[src/rtl/double_ended_queue_checker_top_macros.svh]
// Assertion helpers shared by the deque checker RTL.
`ifndef DOUBLE_ENDED_QUEUE_CHECKER_TOP_MACROS_SVH
`define DOUBLE_ENDED_QUEUE_CHECKER_TOP_MACROS_SVH

// Same-cycle implication, checked only out of reset.
`define DQ_ASSERT_NOW(label, clk, rst_n, ante, cons) \
  label: assert property (@(posedge clk) disable iff (!rst_n) (ante) |-> (cons)) \
    else $error("deque checker: assertion failed");

// Next-cycle implication, checked only out of reset.
`define DQ_ASSERT_NEXT(label, clk, rst_n, ante, cons) \
  label: assert property (@(posedge clk) disable iff (!rst_n) (ante) |=> (cons)) \
    else $error("deque checker: assertion failed");

`endif

[src/rtl/dq_pkg.sv]
package dq_pkg;

  localparam int CAPACITY = 1024;
  localparam int ADDR_W   = $clog2(CAPACITY);
  localparam int CNT_W    = $clog2(CAPACITY + 1);
  localparam int WORD_W   = 32;
  localparam int OCC_W    = 11;
  localparam int OP_W     = 3;

  typedef enum logic [OP_W-1:0] {
    OP_ADD_BACK   = 3'd0,
    OP_TAKE_BACK  = 3'd1,
    OP_ADD_FRONT  = 3'd2,
    OP_TAKE_FRONT = 3'd3,
    OP_NOP        = 3'd4
  } op_t;

  typedef logic [ADDR_W-1:0] addr_t;
  typedef logic [CNT_W-1:0]  cnt_t;

  // Item in flight between access issue and result.
  typedef struct packed {
    logic                     vld;
    logic                     is_pop;
    logic                     empty;
    logic                     dropped;
    logic signed [WORD_W-1:0] expect_word;
    logic [OCC_W-1:0]         occ;
  } pend_t;

  function automatic addr_t ring_next(input addr_t i);
    return (i == addr_t'(CAPACITY - 1)) ? '0 : addr_t'(i + 1'b1);
  endfunction

  function automatic addr_t ring_prev(input addr_t i);
    return (i == '0) ? addr_t'(CAPACITY - 1) : addr_t'(i - 1'b1);
  endfunction

endpackage

[src/rtl/dq_ctrl.sv]
`include "double_ended_queue_checker_top_macros.svh"

module dq_ctrl (
  input  logic                             clk,
  input  logic                             rst_n,
  input  logic                             accept,
  input  logic [dq_pkg::OP_W-1:0]          op,
  input  logic signed [dq_pkg::WORD_W-1:0] value,
  output logic                             ram_we,
  output dq_pkg::addr_t                    ram_addr,
  output logic [dq_pkg::WORD_W-1:0]        ram_wdata,
  output dq_pkg::pend_t                    pend
);
  import dq_pkg::*;

  addr_t front_r, front_nxt;
  addr_t back_r, back_nxt;
  cnt_t  cnt_r, cnt_nxt;
  pend_t pend_r, pend_nxt;
  logic  full, empty;

  assign full  = (cnt_r == cnt_t'(CAPACITY));
  assign empty = (cnt_r == '0);

  always_comb begin
    front_nxt   = front_r;
    back_nxt    = back_r;
    cnt_nxt     = cnt_r;
    ram_we      = 1'b0;
    ram_addr    = front_r;
    ram_wdata   = value;
    pend_nxt    = '0;
    if (accept) begin
      pend_nxt.vld         = 1'b1;
      pend_nxt.expect_word = value;
      unique case (op)
        OP_ADD_BACK: begin
          if (full) begin
            pend_nxt.dropped = 1'b1;
          end else begin
            ram_we   = 1'b1;
            ram_addr = back_r;
            back_nxt = ring_next(back_r);
            cnt_nxt  = cnt_t'(cnt_r + 1'b1);
          end
        end
        OP_ADD_FRONT: begin
          if (full) begin
            pend_nxt.dropped = 1'b1;
          end else begin
            ram_we    = 1'b1;
            front_nxt = ring_prev(front_r);
            ram_addr  = front_nxt;
            cnt_nxt   = cnt_t'(cnt_r + 1'b1);
          end
        end
        OP_TAKE_BACK: begin
          pend_nxt.is_pop = 1'b1;
          if (empty) begin
            pend_nxt.empty = 1'b1;
          end else begin
            back_nxt = ring_prev(back_r);
            ram_addr = back_nxt;
            cnt_nxt  = cnt_t'(cnt_r - 1'b1);
          end
        end
        OP_TAKE_FRONT: begin
          pend_nxt.is_pop = 1'b1;
          if (empty) begin
            pend_nxt.empty = 1'b1;
          end else begin
            ram_addr  = front_r;
            front_nxt = ring_next(front_r);
            cnt_nxt   = cnt_t'(cnt_r - 1'b1);
          end
        end
        default: begin
          // no-op, including unused codes
        end
      endcase
      pend_nxt.occ = OCC_W'(cnt_nxt);
    end
  end

  always_ff @(posedge clk) begin
    if (!rst_n) begin
      front_r    <= '0;
      back_r     <= '0;
      cnt_r      <= '0;
      pend_r.vld <= 1'b0;
    end else begin
      front_r    <= front_nxt;
      back_r     <= back_nxt;
      cnt_r      <= cnt_nxt;
      pend_r.vld <= pend_nxt.vld;
    end
    pend_r.is_pop      <= pend_nxt.is_pop;
    pend_r.empty       <= pend_nxt.empty;
    pend_r.dropped     <= pend_nxt.dropped;
    pend_r.expect_word <= pend_nxt.expect_word;
    pend_r.occ         <= pend_nxt.occ;
  end

  assign pend = pend_r;

  `DQ_ASSERT_NOW(a_cnt_bound, clk, rst_n, 1'b1, cnt_r <= cnt_t'(CAPACITY))
  `DQ_ASSERT_NOW(a_drop_full, clk, rst_n, pend_r.vld && pend_r.dropped, full)
  `DQ_ASSERT_NOW(a_empty_pop, clk, rst_n, pend_r.vld && pend_r.empty, empty && pend_r.is_pop)
  `DQ_ASSERT_NEXT(a_idle_hold, clk, rst_n, !accept, $stable(cnt_r) && $stable(front_r))

endmodule

[config.mk]
export PLATFORM = sky130hd
export DESIGN_NAME = dq_ctrl
export DESIGN_NICKNAME = d
export VERILOG_FILES = /design/src/rtl/dq_pkg.sv /design/src/rtl/dq_ctrl.sv
export VERILOG_INCLUDE_DIRS = /design/src /design/src/rtl
export SDC_FILE = /design/constraint.sdc
export NUM_CORES = 1
export LEC_CHECK = 0
export BUFFER_PORTS_ARGS = -buffer_cell sky130_fd_sc_hd__buf_4
export CORE_MARGIN = 2
export CORE_UTILIZATION = 25
export CTS_CLUSTER_SIZE = 25
export DETAILED_ROUTE_END_ITERATION = 7
export GPL_TIMING_DRIVEN = 0
export PLACE_DENSITY = 0.51
export SETUP_SLACK_MARGIN = 0.15
export SYNTH_ARGS = -nofsm -noshare
export SYNTH_HDL_FRONTEND = slang
export SYNTH_SLANG_ARGS = --single-unit
[constraint.sdc]
create_clock -name clk -period 3.2 [get_ports clk]
set_input_delay 0.32 -clock clk [delete_from_list [all_inputs] [get_ports clk]]
set_output_delay 0.32 -clock clk [all_outputs]
set_load 0.02 [all_outputs]
---- Yosys cells after proc, flatten, opt, wreduce, memory -nomap -nowiden ----
Cells that the tools add are included.
operators by class
  mux-type cells .......................... 25
  reductions and logical operators ........ 12
  eq/ne operators ......................... 9
  $add $sub $neg .......................... 6
operators with widths
  operator               count
  $mux 10                11
  $mux 47                1
  $pmux 10 s2            2
  $pmux 10 s3            1
  $mux 11                2
  $pmux 11 s2            1
  $add 10x1->10 const B  2
  $eq 10x10->1 const B   2
  $logic_not 10->1       2
  $sub 10x1->10 const B  2
  $add 11x1->11 const B  1
  $eq 11x11->1 const B   1
  $logic_not 11->1       1
  $sub 11x1->11 const B  1
  $eq 3x2->1 const B     2
  $mux 1                 6
  $ne 2x2->1 const B     3
  $reduce_and 2->1       2
  $reduce_and 4->1       1
  $reduce_bool 2->1      2
  $reduce_or 2->1        2
  $eq 3x1->1 const B     1
  $logic_not 3->1        1
  $reduce_and 3->1       1
  $mux 2                 1
word-level totals
  bits in registers ....................... 78
  input port bits ......................... 38
  output and inout bits ................... 90
  word-level logic and storage cells ...... 61

---- Logic depth before layout (Yosys ltp) ----
  word-level depth ........................ 5
  mapped depth ............................ 10
  gate-level depth less buffers ........... 7

---- Worst setup path after synthesis ----
OpenSTA, ideal clock, no wires.
  kind .................................... reg2out
  start ................................... register back_r[0]
  end ..................................... output ram_addr[5]
  data required time ...................... 2.880 ns
  setup slack ............................. 0.348 ns
  arrival ................................. 2.532 ns
  path buffers ............................ 2
  cell stages (with the launch flop) ...... 9
  cells stage by stage .................... dfxtp_1 clkbuf_1 inv_1 ha_1 or4b_4 or4_1 buf_2 a311o_1 a41oi_2
on the way
  longest elaborated chain between the ends .. 5
  elaborated cells on any way between the ends .. 6
  those cells by class .................... 1 x add/sub; 4 x mux; 1 x reduce/logical
ends and longest elaborated chain
  what                                               line           source
  from (decl)                                        dq_ctrl.sv:17  addr_t back_r, back_nxt;
  from (signal assigned)                             dq_ctrl.sv:93  back_r <= back_nxt;
  $sub 10x1->10 or $logic_not 10->1 (tied branches)  dq_pkg.sv:36   return (i == '0) ? addr_t'(CAPACITY - 1) : addr_t'(i - 1'b1);
  $mux 10 *                                          dq_pkg.sv:36
  $mux 10 *                                          dq_ctrl.sv:59  if (empty) begin
  $pmux 10 s3 *                                      dq_ctrl.sv:36  unique case (op)
  $mux 10 *                                          dq_ctrl.sv:33  if (accept) begin
  to (decl)                                          dq_ctrl.sv:10  output dq_pkg::addr_t ram_addr,
Mark *: on every way between the ends. The rest lies on a longest branch, timed or not.

---- Worst setup path in the final report ----
  start ................................... register back_r[1]
  end ..................................... output ram_addr[3]
Same word-level chain as after synthesis.

==> flow_summary_export.csv <==
group,metric,value,unit
grt,grt_overflow_total,0,
placement,globalplace.congestion,0.931,
sta,finalHoldViolCount,0,
grt,grt_pass1_vias,4875,
yosys,syn_nets,685,
hold_path,min_to,"pend[15]$_SDFF_PN0_",
floorplan,boundaryPins,128,
floorplan,chipHeight,144,um
setup_path,critPathArrivalTime,2.67,ns
setup_path,cp_top_family,"simple AND/OR/NAND/NOR gates",
clock_tree,clock_latency,0.34,ns
setup_path,rr_worst_depth,8,
run,maxCapViolations,0,
hold_path,min_path_type,"in2reg",
run_status,outcome,"complete, no violations",
clock_tree,cts_tree,"yes",
sta,fmax,0.334,GHz
setup_path,critical_path.slowest_cell,"or4b_4",
grt,grt_max_degree,14,
setup_path,startpoint_type,"register",
setup_path,path_max_fanout,6,
sta,min_period_over_period,93.6,%
sta,layout_setup_ws,0.206,ns
power_and_ir_drop,vdd_ir_drop_max,260,uV
floorplan,coreArea,19400,um2
detailed_routing,wl_per_cell,16.4,um
detailed_routing,drt-pass1-iter-count,5,
hold_path,worstHoldStart,"value[4]",
sta,fin_crit,2.99,ns
setup_path,worst_path_most_repeated_cell,"a21oi_1",
finish,fill_cells,2078,
power_and_ir_drop,p_per_area,451,nW/um2
yosys,synthesis.area,4920,um2
placement,portBuffers,125,
yosys,ys_ff_latch,78,
finish,diodes,0,
grt,grtUsageTotal,16.7,%
sta,worst_pin_slew,0.876,ns
finish,area.growth.synth_to_final,39.0,%
setup_path,regToRegSetupSlack,0.80,ns
yosys,synth_flop_cell,"dfxtp_1",
detailed_routing,drc,0,
power_and_ir_drop,p_leak,2.78,nW
floorplan,die_w,144,um
yosys,yosysWarnings,0,
setup_path,worstSetupPathType,"reg2out",
clock_tree,root_buffer,"clkbuf_16",
floorplan,rows,51,
sta,rsz0062_at_grt,"yes",
yosys,synth_cells,641,
detailed_routing,drt-vias-per-instance,5.08,
sta,setup_viol,0,
setup_path,path_cells,"clkbuf_8 > inv_2 > ha_4 > or4b_4 > or4_4 > buf_6 > a21oi_1 > a21oi_1 > o221ai_2 > buf_4",
grt,antenna_found_initial,0,
detailed_routing,final_antenna_net_count,0,
setup_path,timing.rr.start,"cnt_r[3]$_SDFFE_PN0P_",
placement,dp_hpwl,13.0,mm
detailed_routing,via_count,5417,
hold_path,min_path_cells,2,
yosys,syn_avg_cell_area,7.67,um2
grt,grt_pass1_wl,26.8,mm
yosys,ys_seq_area_share,31.7,%
yosys,async_reset_ff_share,0,%
sta,relSlewSlack,41.1,%
clock_tree,numCtsBuffers,9,
sta,fin_worst_skew,0.00494,ns
clock_tree,clk_pin_slew,0.06,ns
clock_tree,clock_tree.buffer_depth,2,
setup_path,worstPathRequired,2.88,ns
sta,drv_slew,0,
setup_path,r2r-end,"front_r[7]$_SDFFE_PN0P_",
detailed_routing,drtIter0Drc,476,
finish,finalNetCount,842,
placement,post-place-ws,0.00456,ns
setup_path,crit_path_end_kind,"output port",
setup_path,critPathMaxStageDelay,0.47,ns
finish,drive_gt1_share,31.5,%
detailed_routing,routed_wl,17.5,mm
setup_path,critical_path_buf_inv_count,4,
clock_tree,htreeDepth,3,
sta,fin_setup_tns,0,ns
yosys,ys_types,70,
yosys,synth_edf_count,0,
floorplan,initial_utilization,25.4,%
floorplan,die_area,20800,um2
clock_tree,cts_sinks,78,
[cells by family after synthesis]
group / Yosys count / synth area share [%]
buffers and inverters: 106 / 10.9
adders and majority gates: 6 / 1.53
AOI/OAI and AO/OA: 181 / 24.8
and+or+nand+nor: 248 / 26.9
xor gates and xnor gates: 14 / 2.49
DFF: 78 / 31.7
muxes: 8 / 1.73
[registers in the layout (all words and copies together) (netlist names)]
signal,flops
pend,47
cnt_r,11
back_r,10
front_r,10
[area by class of cell]
class	count	area, um2	area share [%]
clock buffers	9	225	3.29
multi-input cells	457	2940	43.0
flip-flops and latches	78	1570	22.9
well taps	265	332	4.85
repair buffers	146	1110	16.2
clock inverters	6	63.8	0.933
plain buffers	88	532	7.78
inverters	18	67.6	0.988
[power by group]
group	internal [mW]	switching (mW)	total (mW)
logic	0.434	0.594	1.03
clock network	0.598	0.406	1.00
registers	1.02	0.0268	1.05
total	2.06	1.03	3.08
[worst max-delay path by stage]
stage	from	end	slack [ns]	cells past startpoint
finish	back_r[1]$_SDFFE_PN0P_	ram_addr[3]	0.21	10
global route	op[0]	ram_addr[0]	0.14	8
CTS	front_r[0]$_SDFFE_PN0P_	ram_addr[3]	0.14	10
detailed placement	back_r[0]$_SDFFE_PN0P_	ram_addr[1]	0.005	10
global placement	back_r[0]$_SDFFE_PN0P_	ram_addr[5]	0.005	9
floorplan	back_r[0]$_SDFFE_PN0P_	ram_addr[5]	0.35	8
[what timing repair did]
item	CTS	global route
hold endpoints to repair	0	0
hold buffers	0	0
setup endpoints to repair	11	10
pin swaps	5	8
setup buffers	11	10
gates resized for setup	36	28
[metrics by stage]
step | std cells | total power, mW | area (um2) | utilization, % | hold slack (ns)
6_report | 1067 | 3.08 | 6840 | 35.3 | 0.199
5_1_grt | 1067 | 3.25 | 6840 | 35.3 | 0.192
4_1_cts | 1057 | 3.08 | 6690 | 34.5 | 0.182
3_5_place_dp | 1031 | 1.97 | 6190 | 31.9 | 0.542
3_3_place_gp | 1031 | 1.97 | 6190 | 31.9 | 0.540
2_1_floorplan | 641 | 1.66 | 4920 | - | 0.447
[synthesized netlist by cell type, types with 15 or more instances]
| master | n | area, um2 |
|---|---|---|
| a31oi_1 | 15 | 93.8 |
| o211ai_1 | 17 | 128 |
| inv_1 | 18 | 67.6 |
| clkbuf_1 | 46 | 173 |
| buf_4 | 32 | 240 |
| a21oi_1 | 44 | 220 |
| nor2_1 | 64 | 240 |
| and2_1 | 38 | 238 |
| nand2_1 | 34 | 128 |
| nor3_1 | 21 | 105 |
| nand3_1 | 24 | 120 |
| dfxtp_1 | 78 | 1560 |
| o21ai_0 | 32 | 160 |
[per-layer routing]
| layer | vias to the layer above | track usage [%] | routed length [um] |
|---|---|---|---|
| met4 | 0 | 5.72 | 377 |
| met3 | 23 | 3.61 | 1540 |
| met2 | 252 | 26.5 | 7530 |
| met5 | - | 0 | 0 |
| met1 | 2537 | 22.4 | 8090 |
| li1 | 2605 | - | - |
[layout by cell type (no fill, tap or decap), types with 5 or more instances in the layout]
cell type / n
a211oi_1: 6
a21o_1: 7
a21oi_1: 42
a31oi_1: 14
and2_1: 38
and3_1: 5
buf_2: 6
buf_4: 177
buf_6: 6
clkbuf_1: 36
clkbuf_16: 9
dfxtp_1: 75
inv_1: 14
nand2_1: 34
nand2b_1: 5
nand3_1: 23
nand4_1: 11
nor2_1: 64
nor3_1: 21
nor3b_1: 6
nor4_1: 5
o211ai_1: 17
o21a_1: 6
o21ai_0: 32
o221ai_1: 5
or3_1: 11
xnor2_1: 6
xor2_1: 8
Note: power is estimated with default switching activity, not from simulation.
