## src/rtl/double_ended_queue_checker_top_macros.svh

```systemverilog
// Assertion helpers shared by the deque checker RTL.
`ifndef DOUBLE_ENDED_QUEUE_CHECKER_TOP_MACROS_SVH
`define DOUBLE_ENDED_QUEUE_CHECKER_TOP_MACROS_SVH

// Same-cycle implication, checked only out of reset.
`define DQ_ASSERT_NOW(label, clk, rst_n, ante, cons) \
  label: assert property (@(posedge clk) disable iff (!rst_n) (ante) |-> (cons)) \
    else $error("deque checker: assertion failed");

// Next-cycle implication, checked only out of reset.
`define DQ_ASSERT_NEXT(label, clk, rst_n, ante, cons) \
  label: assert property (@(posedge clk) disable iff (!rst_n) (ante) |=> (cons)) \
    else $error("deque checker: assertion failed");

`endif

```

## src/rtl/dq_pkg.sv

```systemverilog
package dq_pkg;

  localparam int CAPACITY = 1024;
  localparam int ADDR_W   = $clog2(CAPACITY);
  localparam int CNT_W    = $clog2(CAPACITY + 1);
  localparam int WORD_W   = 32;
  localparam int OCC_W    = 11;
  localparam int OP_W     = 3;

  typedef enum logic [OP_W-1:0] {
    OP_ADD_BACK   = 3'd0,
    OP_TAKE_BACK  = 3'd1,
    OP_ADD_FRONT  = 3'd2,
    OP_TAKE_FRONT = 3'd3,
    OP_NOP        = 3'd4
  } op_t;

  typedef logic [ADDR_W-1:0] addr_t;
  typedef logic [CNT_W-1:0]  cnt_t;

  // Item in flight between access issue and result.
  typedef struct packed {
    logic                     vld;
    logic                     is_pop;
    logic                     empty;
    logic                     dropped;
    logic signed [WORD_W-1:0] expect_word;
    logic [OCC_W-1:0]         occ;
  } pend_t;

  function automatic addr_t ring_next(input addr_t i);
    return (i == addr_t'(CAPACITY - 1)) ? '0 : addr_t'(i + 1'b1);
  endfunction

  function automatic addr_t ring_prev(input addr_t i);
    return (i == '0) ? addr_t'(CAPACITY - 1) : addr_t'(i - 1'b1);
  endfunction

endpackage

```

## src/rtl/dq_resp.sv

```systemverilog
`include "double_ended_queue_checker_top_macros.svh"

module dq_resp (
  input  logic                              clk,
  input  logic                              rst_n,
  input  dq_pkg::pend_t                     pend,
  input  logic [dq_pkg::WORD_W-1:0]         rd_word,
  output logic                              valid,
  output logic signed [dq_pkg::WORD_W-1:0]  popped_word,
  output logic                              was_empty,
  output logic                              push_dropped,
  output logic                              pop_matched,
  output logic                              all_matched,
  output logic [dq_pkg::OCC_W-1:0]          occupancy
);
  import dq_pkg::*;

  logic flag_r, flag_nxt;

  always_comb begin
    if (!pend.is_pop) begin
      popped_word = '0;
    end else if (pend.empty) begin
      popped_word = '1;   // all ones: -1
    end else begin
      popped_word = rd_word;
    end
    pop_matched = !pend.is_pop || (popped_word == pend.expect_word);
    flag_nxt    = (pend.vld) ? (flag_r && pop_matched) : flag_r;
  end

  always_ff @(posedge clk) begin
    if (!rst_n) begin
      flag_r <= 1'b1;
    end else begin
      flag_r <= flag_nxt;
    end
  end

  assign valid        = pend.vld;
  assign was_empty    = pend.empty;
  assign push_dropped = pend.dropped;
  assign all_matched  = flag_nxt;
  assign occupancy    = pend.occ;

  `DQ_ASSERT_NEXT(a_flag_sticky, clk, rst_n, !flag_r, !flag_r)
  `DQ_ASSERT_NOW(a_flag_fall, clk, rst_n, valid && flag_r && !all_matched,
                 pend.is_pop && !pop_matched)
  `DQ_ASSERT_NOW(a_empty_word, clk, rst_n, valid && was_empty, popped_word == '1)

endmodule

```

## config.mk

```make
export PLATFORM = sky130hd
export DESIGN_NAME = dq_resp
export DESIGN_NICKNAME = d
export VERILOG_FILES = /design/src/rtl/dq_pkg.sv /design/src/rtl/dq_resp.sv
export VERILOG_INCLUDE_DIRS = /design/src /design/src/rtl
export SDC_FILE = /design/constraint.sdc
export NUM_CORES = 1
export LEC_CHECK = 0
export BUFFER_PORTS_ARGS = -buffer_cell sky130_fd_sc_hd__buf_2
export CORE_MARGIN = 10
export CORE_UTILIZATION = 42
export CTS_CLUSTER_SIZE = 10
export DETAILED_ROUTE_END_ITERATION = 6
export GPL_ROUTABILITY_DRIVEN = 0
export HOLD_SLACK_MARGIN = 0.05
export PLACE_DENSITY = 0.95
export SETUP_SLACK_MARGIN = 0.5
export SYNTH_ARGS = -nofsm -noshare
export SYNTH_HDL_FRONTEND = slang
export SYNTH_SLANG_ARGS = --single-unit
```

## constraint.sdc

```tcl
create_clock -name clk -period 2.4 [get_ports clk]
set_input_delay 0.24 -clock clk [delete_from_list [all_inputs] [get_ports clk]]
set_output_delay 0.24 -clock clk [all_outputs]
set_load 0.005 [all_outputs]
```

Word-level counts from Yosys, hierarchy flattened --
Cells that the tools add are included.
Word-level totals: bits of input ports 81, logic and storage cells 8, register bits after elaboration 1, output and inout bits 48
Cells by class: equality and inequality tests 1, muxes and demuxes 3, reductions and logical operators 3
Operators by type and width (number):
- 2-to-1 mux 32 bit | 2
- equality test 32 bit | 1
- logical AND 1 bit | 1
- logical NOT 1 bit | 1
- logical OR 1 bit | 1
- 2-to-1 mux 1 bit | 1

Logic depth before layout (Yosys ltp) --
Gate-level depths: netlist of run 1.
depth after elaboration 6, gate-level depth with buffers 8, depth with buffers taken out 6

Least setup slack after synthesis of run 1 --
No wires, ideal clock.
kind input-to-output, from in pend[44] in the netlist's numbering, to out all_matched, stages 7, setup slack 650 ps, buffers on the path 1, arrival time 1510 ps, data required time 2160 ps, path through buf_6 o31a_1 o32a_1 a22oi_1 nand4_1 nor2_2 o21a_1
Between the ends: longest elaborated chain between the ends 6
RTL lines:
- from (decl) | line dq_resp.sv:6 | input dq_pkg::pend_t pend,
- 2-to-1 mux 32 bit | line dq_resp.sv:23 | end else if (pend.empty) begin
- 2-to-1 mux 32 bit | line dq_resp.sv:21 | if (!pend.is_pop) begin
- equality test 32 bit | line dq_resp.sv:28 | pop_matched = !pend.is_pop || (popped_word == pend.expect_word);
- logical OR 1 bit | line dq_resp.sv:28
- logical AND 1 bit | line dq_resp.sv:29 | flag_nxt = (pend.vld) ? (flag_r && pop_matched) : flag_r;
- 2-to-1 mux 1 bit | line dq_resp.sv:29
- to (decl) | line dq_resp.sv:13 | output logic all_matched,
Every way passes these cells.

Worst setup path after layout of run 1 --
Same ends and word-level chain as after synthesis.

==> flow_summary.toml, run 1 <==
[power]
p_per_area_mw_per_mm2 = 178.6
ir_worst_vdd_mv = 0.1254
p_leak_nw = 0.8851

[yosys]
syn_inst = 194
async_flop_share_pct = 0
synth_area_leaders = "nor4bb_1 22%, o21a_1 17%, o32a_1 11%"
ys_seq_area_share_pct = 1.358
synth_most_common_cell = "o21a_1"
yosys_most_used_dff = "dfxtp_1"
yosysWarnings = 0
synth_seq_cells = 1
synth.distinct_cells = 20
synth_top_area_share_pct = 21.73
synth_nets = 275
synth_area_per_cell_sq_um = 7.597
synth_common_cells = "33 x o21a_1, 32 x nor4bb_1, 17 x nand3_1"
yosysTopAreaCell = "nor4bb_1"
netlist_area_sq_mm = 0.001474
synth_edf_count = 0

[critical_path]
worstSetupPathType = "input port to primary output"
cpPeakStageDelay_ps = 340
crit_required_ps = 2160
crit_chain = "buf_12 -> buf_12 -> o31a_1 -> o32a_1 -> a22oi_2 -> nand4_1 -> nor2_2 -> o21a_1 -> buf_2"
slowest_stage = "o32a_1"
critPathArrivalTime_ps = 1850
cp-start-kind = "input port"
path_max_fanout = 6
crit_path_end_kind = "primary output"
crit_top_cell = "buf_12"

[finish]
areaGrowthSynthToFinish_pct = 46.35
instances_no_fill = 325
final_util_pct = 64.14
multi_input_area_sq_mm = 0.001291
final_layout_size_suffix_gt1_share_pct = 45.16
antennaDiodeCount = 0
largest_reg_flops = 1
n_fill_cell = 316
seq_area_sq_um = 20.02
largestRegisters = "flag_r: 1 flops"
fin_nets = 362
largest-register = "flag_r"

[floorplan]
pin_count = 129
core_region_area_sq_mm = 0.003363
start_util_pct = 43.82
num_rows = 21
die_h_um = 79.24
die_w_um = 79.24
die_area_sq_mm = 0.006279

[global_routing]
grt_pass1_vias = 1987
grt_max_degree = 44
overflow = 0
grt_pass1_wl_um = 9011
antenna_found_initial = 0
grt_use_total_pct = 16.20

[sta]
finalMaxSlewViolations = 0
fmax_mhz = 477.4
post-route-period-util_pct = 87.28
setup_violations = 0
skew_ps = 0
worst_slew_pin_slew_ps = 298.5
rsz0062_at_grt = "true"
period_minus_slack_ps = 2095
hold_violations = 0
max_slew_margin_pct = 80.07
fin_setup_tns_ps = 0

[run]
max-cap-violations = 0

[placement]
hpwl_um = 4327
place_inst = 317
port_buffers = 104

[hold_path]
hold_path.class = "input port to flip-flop"

[routing]
drc = 0
initialDrtViolationCount = 122
viasPerCell = 6.391
drt_wl_total_um = 5874
routedWlPerCell_um = 18.07
dr.pass1.iters = 4
vias = 2077
ant_nets = 0

[clocking]
path_clk_slew_ps = 0
holdBufCountCts = 0
insertion_delay_ps = 0

[outcome]
outcome = "finished clean"
[cells by family (layout without fill, tap and decap cells)]
| logic type | after synthesis | after routing | share of synthesized area, % |
|---|---|---|---|
| buffers and inverters | 33 | 118 | 13.41 |
| and+or+nand+nor | 53 | 53 | 29.03 |
| DFF | 1 | 1 | 1.358 |
| AOI/OAI and AO/OA | 107 | 107 | 56.20 |
[power breakdown]
group          switching, mW  internal, mW  total (mW)
Clock                      0             0           0
Combinational          0.170         0.196       0.366
Sequential          0.000614        0.0183      0.0190
[cell usage in the layout, fill, tap and decap left out]
cell | synthesis | final
a21oi_1 | 16 | 16
a22oi_1 | 8 | 1
a22oi_2 | 0 | 7
a2bb2oi_2 | 1 | 1
buf_12 | 0 | 5
buf_16 | 0 | 1
buf_2 | 5 | 103
buf_4 | 16 | 3
bufbuf_16 | 0 | 2
clkbuf_16 | 0 | 2
dfxtp_1 | 1 | 1
inv_1 | 1 | 1
inv_2 | 1 | 1
nand2_1 | 1 | 1
nand3_1 | 17 | 17
nand4_1 | 2 | 2
nor2_2 | 1 | 1
nor4bb_1 | 32 | 32
o211ai_1 | 16 | 16
o21a_1 | 33 | 33
o21ai_1 | 1 | 1
o31a_1 | 16 | 16
o32a_1 | 16 | 16
[path summary, 6_finish.rpt]
check                start          end  slack [ps]  cells after the start
setup / recovery  pend[44]  all_matched         310                      9
hold / removal       rst_n       flag_r         440                      2
setup reg to reg    flag_r       flag_r        1870                      2
hold reg to reg     flag_r       flag_r         450                      2
[through the flow]
step | setup WS, ps | hold WS [ps] | instance area, sq um | total power [mW]
global placement | 174.6 | 440.2 | 1942 | 0.3303
detailed placement | 161.7 | 444.6 | 1942 | 0.3406
floorplan | 650.2 | 324.8 | 1474 | 0.1951
finish | 305.4 | 442.8 | 2157 | 0.3852
CTS | 303.7 | 444.6 | 2072 | 0.3691
global route | 184.6 | 469.4 | 2157 | 0.4195
[metal layers]
layer / vias up / wire length (um) / GRT usage [%]
met5: - / 0 / 0
met4: 0 / 102 / 4.839
met3: 14 / 598 / 5.856
met2: 102 / 2849 / 27.08
met1: 968 / 2324 / 18.82
li1: 993 / - / -
[repair_timing]
action	CTS	global route
setup endpoints to repair	3	3
gates cloned	3	2
gates resized for setup	8	4
pin swaps	18	10
buffers inserted	1	2
[worst max-delay path: cells and delay by family]
family	cells	cell delay (ps)
buf+inv	3	350
simple gates	2	360
compound gates	4	900
[final cells by class]
cell class | count | share of cell area, %
multi-input cells | 160 | 59.86
well taps | 46 | 2.668
inverters | 2 | 0.3480
flip-flops and latches | 1 | 0.9281
repair buffers | 116 | 36.19
Note: power is estimated with default switching activity, not from simulation.
==> run 2, diff against run 1 <==
Settings changed: ABC_CLOCK_PERIOD_IN_PS from default to 2400, CELL_PAD_IN_SITES_DETAIL_PLACEMENT from default to 0, CELL_PAD_IN_SITES_GLOBAL_PLACEMENT from default to 1, CORE_UTILIZATION 42 to 27.
==> flow_summary.toml, run 2 (synthesis gave the netlist of run 1 again) <==
[finish]
largestRegisters = "flag_r: 1 flops"
n_fill_cell = 566
largest_reg_flops = 1
largest-register = "flag_r"
multi_input_area_sq_mm = 0.001276
fin_nets = 359
antennaDiodeCount = 0
areaGrowthSynthToFinish_pct = 41.94
most-common-layout-cells = "103 x buf_2, 33 x o21a_1, 32 x nor4bb_1, 17 x nand3_1"
final_util_pct = 40.19
final_layout_size_suffix_gt1_share_pct = 43.48
stdcell_area_sq_mm = 0.002092
seq_area_sq_um = 20.02
layout_commonest_cell = "buf_2"

[clocking]
holdBufCountCts = 0
insertion_delay_ps = 0
path_clk_slew_ps = 0

[critical_path]
crit_required_ps = 2160
cp-start-kind = "input port"
critPathArrivalTime_ps = 1820
crit_path_end_kind = "primary output"
path_max_fanout = 24
worstSetupPathType = "input port to primary output"
r2r.worst_path.cells = 2

[floorplan]
num_rows = 26
die_h_um = 93.89
die_w_um = 93.89
pin_count = 129
core_region_area_sq_mm = 0.005205
die_area_sq_mm = 0.008814
start_util_pct = 28.32

[routing]
vias = 2010
routedWlPerCell_um = 16.76
ant_nets = 0
dr.pass1.iters = 4
drt_wl_total_um = 5799
initialDrtViolationCount = 91
viasPerCell = 5.809
drc = 0

[placement]
place_area_sq_mm = 0.001987
port_buffers = 104
hpwl_um = 4557

[power]
p_per_area_mw_per_mm2 = 174.7
ir_worst_vdd_mv = 0.08680
power_mw = 0.3655
p_leak_nw = 0.8413

[global_routing]
grtUsageMet3_pct = 3.437
grt_max_degree = 43
grt-busiest-layer = "met2"
grt_pass1_vias = 1938
antenna_found_initial = 0
grt_pass1_wl_um = 9246
use_met1_pct = 14.91
overflow = 0
grt_use_total_pct = 11.90
use_met2_pct = 20.62

[sta]
post-route-period-util_pct = 85.87
finalMaxSlewViolations = 0
setup_violations = 0
hold_violations = 0
period_minus_slack_ps = 2061
fin_setup_tns_ps = 0
hold_ws_ps = 444.7
max_slew_margin_pct = 82.00
skew_ps = 0
worst_slew_pin_slew_ps = 266.4
fmax_mhz = 485.3
rsz0062_at_grt = "true"

[outcome]
outcome = "finished clean"

[hold_path]
whs_path_depth = 2
hold_path.class = "input port to flip-flop"

[run]
max-cap-violations = 0
-- run 2: cell count changes in the layout (fill, tap and decap cells not counted), sizes merged --
cell / before / now
bufbuf: 2 / 1
clkbuf: 2 / 0
-- run 2: through the flow --
| step | instances | setup slack [ps] |
|---|---|---|
| CTS | 345 | 295.1 |
| global route | 346 | 217.1 |
| global placement | 343 | 169.6 |
| finish | 346 | 339.2 |
| detailed placement | 343 | 172.5 |
| floorplan | 194 | 650.2 |
-- run 2: timing repair --
action / 4_1_cts / 5_1_grt
pin swaps: 15 / 3
hold endpoints to repair: 0 / 0
setup endpoints to repair: 3 / 3
buffers inserted: 0 / 1
gates resized for setup: 10 / 0
cloned: 2 / 0
-- run 2: cell type report --
cell class | count | area share [%]
repair buffers | 113 | 33.37
inverters | 2 | 0.4785
flip-flops and latches | 1 | 0.9569
multi-input cells | 160 | 61.00
well taps | 70 | 4.187
-- run 2: worst paths after layout --
kind                                    end  slack [ps]  startpoint
worst max-delay path            all_matched         340    pend[44]
worst min-delay path                 flag_r         440       rst_n
worst max register to register       flag_r        1870      flag_r
worst min register to register       flag_r         450      flag_r
-- run 2: report_power, final --
group / internal, mW / leakage, nW / switching (mW)
registers: 0.0183 / 0.00834 / 0.000648
clock network: 0 / 0 / 0
logic: 0.181 / 0.833 / 0.166
total: 0.199 / 0.841 / 0.166
-- run 2: routing by layer --
metal / part of all wire (%) / vias to the layer above
met2: 46 / 87
met5: 0 / -
met4: 0.086 / 0
met1: 44 / 929
li1: - / 992
met3: 10 / 2
-- run 2: critical path, cell delays in order --
cell and delay [ps]:
buf_12 120, buf_12 150, o31a_1 290, o32a_1 280, a22oi_1 190, nand4_1 160
nor2_2 160, o21a_1 120, buf_2 100
==> run 3, diff against run 2 <==
Settings changed: ABC_AREA from default to 1, CAP_MARGIN from default to 20, CORE_UTILIZATION 27 to 22, PLACE_DENSITY 0.95 to default, PLACE_DENSITY_LB_ADDON from default to 0.12.
==> flow_summary.toml, run 3 <==
[outcome]
outcome = "finished clean"

[floorplan]
die_h_um = 97.83
num_rows = 28
die_area_sq_mm = 0.009570
die_w_um = 97.83
core_region_area_sq_mm = 0.005886
start_util_pct = 22.64
pin_count = 129

[power]
p_per_area_mw_per_mm2 = 167.9
p_sw_mw = 0.1631
clkPwrFrac_pct = 0
swShare_pct = 50.37
combPwrFrac_pct = 94.3
p_leak_nw = 1.449
internal_power_mw = 0.1607
ir_worst_vdd_mv = 0.06830
sequentialPowerShare_pct = 5.7

[sta]
post-route-period-util_pct = 72.57
period_minus_slack_ps = 1742
fmax_mhz = 574.2
setup_violations = 0
rsz0062_at_grt = "false"
hold_ws_ps = 409.6
fin_setup_tns_ps = 0
max_slew_margin_pct = 84.35
finalMaxSlewViolations = 0
worst_slew_pin_slew_ps = 232.3
skew_ps = 0
hold_violations = 0

[critical_path]
crit_path_end_kind = "primary output"
worstSetupPathType = "input port to primary output"
path_max_fanout = 14
crit_required_ps = 2160
critPathArrivalTime_ps = 1500
cp-start-kind = "input port"

[global_routing]
overflow = 0
grt_pass1_wl_um = 8100
grt_max_degree = 25
grt_pass1_vias = 1749
antenna_found_initial = 0
grt_use_total_pct = 9.563

[routing]
initialDrtViolationCount = 28
dr.pass1.iters = 4
viasPerCell = 3.913
vias = 1804
drc = 0
drt_wl_total_um = 5333
ant_nets = 0
routedWlPerCell_um = 11.57

[finish]
instances_no_fill = 461
seq_area_sq_um = 20.02
largestRegisters = "flag_r: 1 flops"
largest-register = "flag_r"
fin_nets = 469
multi_input_area_sq_um = 844.6
final_layout_size_suffix_gt1_share_pct = 33.68
n_fill_cell = 722
layout_commonest_cell = "nand2_1"
areaGrowthSynthToFinish_pct = 44.69
antennaDiodeCount = 0
most-common-layout-cells = "115 x nand2_1, 102 x buf_2, 85 x inv_1, 32 x nand3_1, 11 x nand2_2"
final_util_pct = 32.76
largest_reg_flops = 1

[yosys]
synth_common_cells = "123 x nand2_1, 85 x inv_1, 32 x nand3_1, 16 x buf_4, 13 x nor2_1"
syn_inst = 300
synth_area_leaders = "nand2_1 35%, inv_1 24%, nand3_1 12%"
synth_most_common_cell = "nand2_1"
synth_seq_cells = 1
synth_mux_area_share_pct = 0
synthXorXnorAreaFrac_pct = 0
synth_top_area_share_pct = 34.65
async_flop_share_pct = 0
synth-adder-area-share_pct = 0
yosysWarnings = 0
netlist_area_sq_mm = 0.001333
synth-compound-area-share_pct = 2.066
synth_edf_count = 0
synth_area_per_cell_sq_um = 4.442
yosysTopAreaCell = "nand2_1"
synth_top_family_by_area = "simple AND/OR/NAND/NOR gates"
yosys_most_used_dff = "dfxtp_1"
ys_seq_area_share_pct = 1.502
yosys.area_share.simple_pct = 58.31
synth_nets = 381
synth.distinct_cells = 17

[hold_path]
hold_path.class = "input port to flip-flop"

[clocking]
insertion_delay_ps = 0
path_clk_slew_ps = 0
holdBufCountCts = 0

[placement]
port_buffers = 104
hpwl_um = 4448
place_inst = 458

[run]
max-cap-violations = 0
-- run 3: kinds of logic after synthesis --
kind of cell	count (synthesis)
buffers and inverters	110
AND/OR/NAND/NOR	184
flip-flops	1
AO/OA/AOI/OAI	5
-- run 3: what timing repair did --
| item | in CTS | in global routing |
|---|---|---|
| pin swaps | 0 | 10 |
| gates cloned | 0 | 3 |
| endpoints found under the setup margin | 3 | 2 |
| buffers inserted | 0 | 0 |
| resized for setup | 8 | 20 |
-- run 3: critical path, cell delays in order --
cell	delay, ps
buf_12	130
or2_4	250
nand2_4	60
nand2_2	40
nand2_2	90
nand2_2	50
nor2_2	130
nand2_2	60
nor2_2	90
nand2_2	70
nand3_1	80
nand2_1	60
inv_1	50
buf_2	100
-- run 3: through the flow --
| step | instance area, sq um | worst slack [ps] | total power, mW |
|---|---|---|---|
| floorplan | 1333 | 953.3 | 0.1975 |
| global placement | 1797 | 177.7 | 0.3050 |
| detailed placement | 1797 | 168.4 | 0.3042 |
| CTS | 1818 | 506.9 | 0.3099 |
| global route | 1928 | 498.5 | 0.3700 |
| finish | 1928 | 658.4 | 0.3238 |
-- run 3: final cells by class --
class                   instances  area share, %
flip-flops and latches          1          1.038
repair buffers                109          32.45
inverters                      86          17.39
well taps                      75          4.867
repair inverters                1         0.4543
multi-input cells             189          43.80
-- run 3: power by group through the flow --
stage,clock [mW],sequential [mW],combinational (mW)
floorplan,0,0.0183,0.179
global placement,0,0.0184,0.287
detailed placement,0,0.0184,0.286
CTS,0,0.0184,0.291
global route,0,0.0187,0.351
finish,0,0.0184,0.305
-- run 3: metal layers --
layer	wire length (um)	up-vias	global-route usage (%)
li1	-	1019	-
met1	2497	718	11.53
met2	2425	63	17.26
met3	401	4	2.607
met4	9	0	0.2237
met5	0	-	0
-- run 3: worst paths after layout --
kind         startpoint     endpoint  slack, ps  cells past startpoint
max reg2reg      flag_r       flag_r       1900                      2
min reg2reg      flag_r       flag_r        430                      2
max            pend[44]  all_matched        660                     14
min               rst_n       flag_r        410                      2
